File: src/design/mfpp_pkg.sv
package mfpp_pkg;

    // Frame store geometry
    localparam int FRAME_DEPTH = 1024;
    localparam int ADDR_W      = $clog2(FRAME_DEPTH);
    localparam int POS_W       = 12;
    localparam int CFG_IDX_W   = 3;

    // Configuration register indexes
    localparam logic [CFG_IDX_W-1:0] REG_DRAW_MODE   = 3'd0;
    localparam logic [CFG_IDX_W-1:0] REG_CLIP_ENABLE = 3'd1;
    localparam logic [CFG_IDX_W-1:0] REG_CLIP_LEFT   = 3'd2;
    localparam logic [CFG_IDX_W-1:0] REG_CLIP_RIGHT  = 3'd3;
    localparam logic [CFG_IDX_W-1:0] REG_CLIP_TOP    = 3'd4;
    localparam logic [CFG_IDX_W-1:0] REG_CLIP_BOTTOM = 3'd5;

    // Draw mode codes
    localparam logic [1:0] DM_SET    = 2'd0;
    localparam logic [1:0] DM_CLEAR  = 2'd1;
    localparam logic [1:0] DM_INVERT = 2'd2;
    localparam logic [1:0] DM_NONE   = 2'd3;

    // Request type codes
    localparam logic REQ_READ = 1'b0;
    localparam logic REQ_PLOT = 1'b1;

    // Commands from controller to datapath
    typedef struct packed {
        logic clr_wr;
        logic req_load;
        logic mem_rd;
        logic apply;
    } t_cmd;

    // Status from datapath to controller
    typedef struct packed {
        logic clr_last;
        logic out_busy;
    } t_status;

endpackage

File: src/design/mfpp_ctrl.sv
module mfpp_ctrl
    import mfpp_pkg::*;
(
    input  logic    i_clk,
    input  logic    i_rst_n,
    input  logic    i_in_valid,
    output logic    o_in_ready,
    input  t_status i_status,
    output t_cmd    o_cmd
);

    typedef enum logic [1:0] {
        S_CLEAR,
        S_IDLE,
        S_LOOKUP,
        S_APPLY
    } t_state;

    t_state r_state;
    t_state n_state;
    logic   w_in_fire;

    assign o_in_ready = (r_state == S_IDLE);
    assign w_in_fire  = i_in_valid && o_in_ready;

    // Decode commands and next state
    always_comb begin
        n_state = r_state;
        o_cmd   = '0;
        case (r_state)
            S_CLEAR: begin
                o_cmd.clr_wr = 1'b1;
                if (i_status.clr_last) begin
                    n_state = S_IDLE;
                end
            end
            S_IDLE: begin
                if (w_in_fire) begin
                    o_cmd.req_load = 1'b1;
                    n_state        = S_LOOKUP;
                end
            end
            S_LOOKUP: begin
                o_cmd.mem_rd = 1'b1;
                n_state      = S_APPLY;
            end
            S_APPLY: begin
                // Hold until the output register is free
                if (!i_status.out_busy) begin
                    o_cmd.apply = 1'b1;
                    n_state     = S_IDLE;
                end
            end
            default: begin
                n_state = S_IDLE;
            end
        endcase
    end

    always_ff @(posedge i_clk) begin
        if (!i_rst_n) begin
            r_state <= S_CLEAR;
        end else begin
            r_state <= n_state;
        end
    end

    // A lookup always follows an accepted beat
    a_lookup_after_accept: assert property (@(posedge i_clk) disable iff (!i_rst_n)
        (r_state == S_LOOKUP) |-> $past(r_state == S_IDLE && i_in_valid))
        else $error("lookup without accepted request");

endmodule

File: config.mk
export PLATFORM = sky130hd
export DESIGN_NAME = mfpp_ctrl
export DESIGN_NICKNAME = d
export VERILOG_FILES = /design/src/design/mfpp_pkg.sv /design/src/design/mfpp_ctrl.sv
export SDC_FILE = /design/constraint.sdc
export NUM_CORES = 1
export LEC_CHECK = 0
export BUFFER_PORTS_ARGS = -buffer_cell sky130_fd_sc_hd__buf_2
export CORE_AREA = 2 2 39 41
export DETAILED_ROUTE_END_ITERATION = 8
export DIE_AREA = 0 0 41 43
export HOLD_SLACK_MARGIN = 0.03
export MAX_ROUTING_LAYER = met4
export PLACE_DENSITY = 0.3
export SYNTH_ARGS = -nofsm -noshare
export SYNTH_HDL_FRONTEND = slang
export SYNTH_SLANG_ARGS = --single-unit
File: constraint.sdc
create_clock -name i_clk -period 1.7 [get_ports i_clk]
set_clock_uncertainty 0.15 [all_clocks]
set_input_delay 0.17 -clock i_clk [delete_from_list [all_inputs] [get_ports i_clk]]
set_output_delay 0.17 -clock i_clk [all_outputs]
set_load 0.02 [all_outputs]
==> metrics.txt <==
# TYPE chip_impl_metric gauge
chip_impl_metric{name="fmax",unit="MHz"} 637
chip_impl_metric{name="floorplan.rows",unit=""} 14
chip_impl_info{name="root_buffer",value="clkbuf_4"} 1
chip_impl_metric{name="synth_cells",unit=""} 20
chip_impl_metric{name="final_hold_viol_count",unit=""} 0
chip_impl_metric{name="clock_tree.buffer_depth",unit=""} 2
chip_impl_metric{name="postLayoutCoreUtil",unit="%"} 20.3
chip_impl_metric{name="cts.htree.levels",unit=""} 1
chip_impl_metric{name="chipHeight",unit="um"} 43
chip_impl_info{name="cts_tree",value="built"} 1
chip_impl_metric{name="cp_data_required_time",unit="ns"} 1.70
chip_impl_metric{name="io_buffer_count",unit=""} 9
chip_impl_metric{name="netlist-cell-type-count",unit=""} 9
chip_impl_metric{name="reg2reg_setup_slack",unit="ns"} 0.13
chip_impl_metric{name="grt_overflow",unit=""} 0
chip_impl_metric{name="fin_crit",unit="ns"} 1.57
chip_impl_metric{name="clock_latency",unit="ns"} 0.22
chip_impl_metric{name="met2WireLength",unit="um"} 200
chip_impl_metric{name="fin_nets",unit=""} 46
chip_impl_metric{name="crit_arrival",unit="ns"} 1.57
chip_impl_info{name="worst_path_max_delay_cell",value="dfxtp_1"} 1
chip_impl_metric{name="flow.area_growth_from_synthesis",unit="%"} 57.3
chip_impl_metric{name="wire_per_inst",unit="um"} 8.48
chip_impl_metric{name="placeable_core_area",unit="mm^2"} 0.00138
chip_impl_metric{name="multi_input_comb_area",unit="um^2"} 124
chip_impl_metric{name="antenna_found_initial",unit=""} 0
chip_impl_info{name="most-common-layout-cells",value="buf_2, ha_1, inv_1, nand2_1, clkbuf_4"} 1
chip_impl_metric{name="synth-warning-count",unit=""} 0
chip_impl_metric{name="fill_cell_total_of_the_finished_layout",unit=""} 167
chip_impl_info{name="hold_path_end",value="r_state[1]"} 1
chip_impl_metric{name="seqCellArea",unit="um^2"} 40.0
chip_impl_metric{name="synth_area_per_cell",unit="um^2"} 8.95
chip_impl_metric{name="cts_hold_buffers",unit=""} 0
chip_impl_metric{name="cts_buffers",unit=""} 3
chip_impl_metric{name="dr.pass1.iters",unit=""} 4
chip_impl_info{name="critical_path.endpoint_type",value="register"} 1
chip_impl_info{name="unrepaired_setup_endpoints_after_global_routing",value="no"} 1
chip_impl_metric{name="drt_iter0_drc",unit=""} 2
chip_impl_metric{name="largest_register_ff_count",unit=""} 2
chip_impl_info{name="worst_r2r_start",value="r_state[0]"} 1
chip_impl_metric{name="drive_gt1_share",unit="%"} 44.1
chip_impl_metric{name="worst-slew-pin-transition",unit="ns"} 0.266
chip_impl_metric{name="io_pins",unit=""} 10
chip_impl_metric{name="drt-vias-per-instance",unit=""} 3.50
chip_impl_metric{name="effective_utilization_at_floorplan",unit="%"} 12.9
chip_impl_metric{name="timing.reg2reg.worst_path_depth",unit=""} 5
chip_impl_metric{name="drv.max_cap_violation_count",unit=""} 0
chip_impl_metric{name="slew-limit-headroom",unit="%"} 82.3
chip_impl_info{name="regMostFlops",value="r_state"} 1
chip_impl_metric{name="synth.ff_latch_count",unit=""} 2
chip_impl_metric{name="largest_net_degree_at_the_start_of_global_routing",unit=""} 6
chip_impl_metric{name="post_cts_resize_count",unit=""} 0
chip_impl_metric{name="max_fo_critical_path",unit=""} 5
chip_impl_metric{name="grt_pass1_vias",unit=""} 169
chip_impl_metric{name="critical_path.max_stage_delay",unit="ns"} 0.39
chip_impl_metric{name="diodes",unit=""} 0
chip_impl_metric{name="wl_met3",unit="um"} 59
chip_impl_metric{name="clkSlewWorstSetupHoldPaths",unit="ns"} 0.03
chip_impl_metric{name="post_synth_instance_area",unit="um^2"} 179
chip_impl_info{name="start_kind",value="register"} 1
chip_impl_info{name="timing.hold.worst.class",value="in -> reg"} 1
chip_impl_metric{name="timing.final.max_slew_violations",unit=""} 0
chip_impl_metric{name="syn_nets",unit=""} 30
chip_impl_metric{name="antenna_violating_nets_post_route",unit=""} 0
chip_impl_metric{name="global_route_wire_length_before_repair",unit="um"} 641
chip_impl_metric{name="clock_sink_count",unit=""} 2
chip_impl_metric{name="fin_crit_sh",unit="%"} 92.3
chip_impl_metric{name="tns",unit="ns"} 0
chip_impl_info{name="crit-reg2reg-capture",value="r_state[1]"} 1
chip_impl_metric{name="die_w",unit="um"} 41
chip_impl_metric{name="grt.total_usage",unit="%"} 6.36
chip_impl_metric{name="postRouteWirelength",unit="um"} 424
chip_impl_metric{name="design.die.area",unit="mm^2"} 0.00176
chip_impl_metric{name="via_total_after_detailed_routing",unit=""} 175
chip_impl_metric{name="post-cts-setup-buffers",unit=""} 0
chip_impl_metric{name="setup_viol_count_final",unit=""} 0
chip_impl_info{name="reg_top3",value="r_state x2"} 1
chip_impl_info{name="routed.top_layer",value="met3"} 1
chip_impl_info{name="final_common_cell",value="buf_2"} 1
chip_impl_metric{name="gp_routability_congestion",unit=""} 0.582
chip_impl_metric{name="p_leak",unit="nW"} 0.162
chip_impl_metric{name="drcViolationCount",unit=""} 0
chip_impl_metric{name="holdPathStages",unit=""} 3
chip_impl_metric{name="power_per_cell_area",unit="mW/mm^2"} 1420
chip_impl_metric{name="seq_total_area_yosys",unit="%"} 22.4
chip_impl_info{name="worstHoldStart",value="i_rst_n"} 1
chip_impl_metric{name="vdd.ir_drop.worst",unit="uV"} 353
chip_impl_info{name="crit_chain",value="inv_1, ha_1, a222oi_1, buf_4, mux2i_1"} 1
chip_impl_info{name="type_of_the_worst_setup_path",value="reg -> reg"} 1
chip_impl_info{name="status",value="finished clean"} 1
chip_impl_metric{name="wirelength_met1",unit="um"} 164
report_power, final:
group	switching, mW	internal, mW
combinational	0.118	0.0975
clock	0.0261	0.0778
sequential	0.0160	0.0637
total	0.160	0.239
cell type report:
class / instances / area share (%)
multi-input cells: 14 / 44.0
repair buffers: 11 / 21.3
flip-flops and latches: 2 / 14.2
clock buffers: 3 / 8.00
well taps: 16 / 7.11
inverters: 4 / 5.33
how the worst max path moves through the flow:
stage | from | slack, ns | cells past startpoint | end
5_1_grt | r_state[0] | 0.02 | 5 | r_state[1]
6_report | r_state[0] | 0.13 | 5 | r_state[1]
4_1_cts | r_state[0] | 0.11 | 5 | r_state[1]
2_1_floorplan | r_state[0] | 0.08 | 4 | r_state[0]
3_5_place_dp | r_state[0] | 0.13 | 5 | r_state[1]
3_3_place_gp | r_state[0] | 0.15 | 5 | r_state[1]
per-stage QoR:
stage | setup slack, ns | hold slack (ns) | area, um^2 | std cells | power (mW)
after floorplan | 0.0784 | 0.166 | 179 | 20 | 0.227
final | 0.131 | 0.0942 | 282 | 50 | 0.399
after detailed placement | 0.127 | 0.329 | 259 | 47 | 0.300
after global placement | 0.155 | 0.319 | 259 | 47 | 0.301
after global routing | 0.0211 | 0.108 | 282 | 50 | 0.446
after CTS | 0.108 | 0.0898 | 282 | 50 | 0.412
cell families after synthesis:
group	after synthesis	synth area share, %
simple gates	6	17.5
fa+ha+maj	5	35.0
buf+inv	4	8.39
mux	2	11.2
flops	2	22.4
compound gates	1	5.59
critical path, delay by kind of cell (launching register included):
kind / cells / cell delay (ns)
AO/OA/AOI/OAI: 1 / 0.30
adder cells (fa/ha/maj): 1 / 0.21
buffers and inverters: 2 / 0.26
flip-flops: 1 / 0.39
multiplexers: 1 / 0.18
cells in the mapped netlist:
cell type  n  area, um^2
ha_1       5        62.6
inv_1      4        15.0
nand2_1    3        11.3
dfxtp_1    2        40.0
mux2i_1    2        20.0
a222oi_1   1        10.0
and2_2     1        7.51
nand2b_1   1        6.26
nor2b_1    1        6.26
layer usage:
metal / track usage, % / up-vias
met2: 8.75 / 10
li1: - / 93
met5: - / -
met3: 4.71 / 0
met1: 5.10 / 72
met4: 6.00 / 0
(Power assumes the default switching activity.)
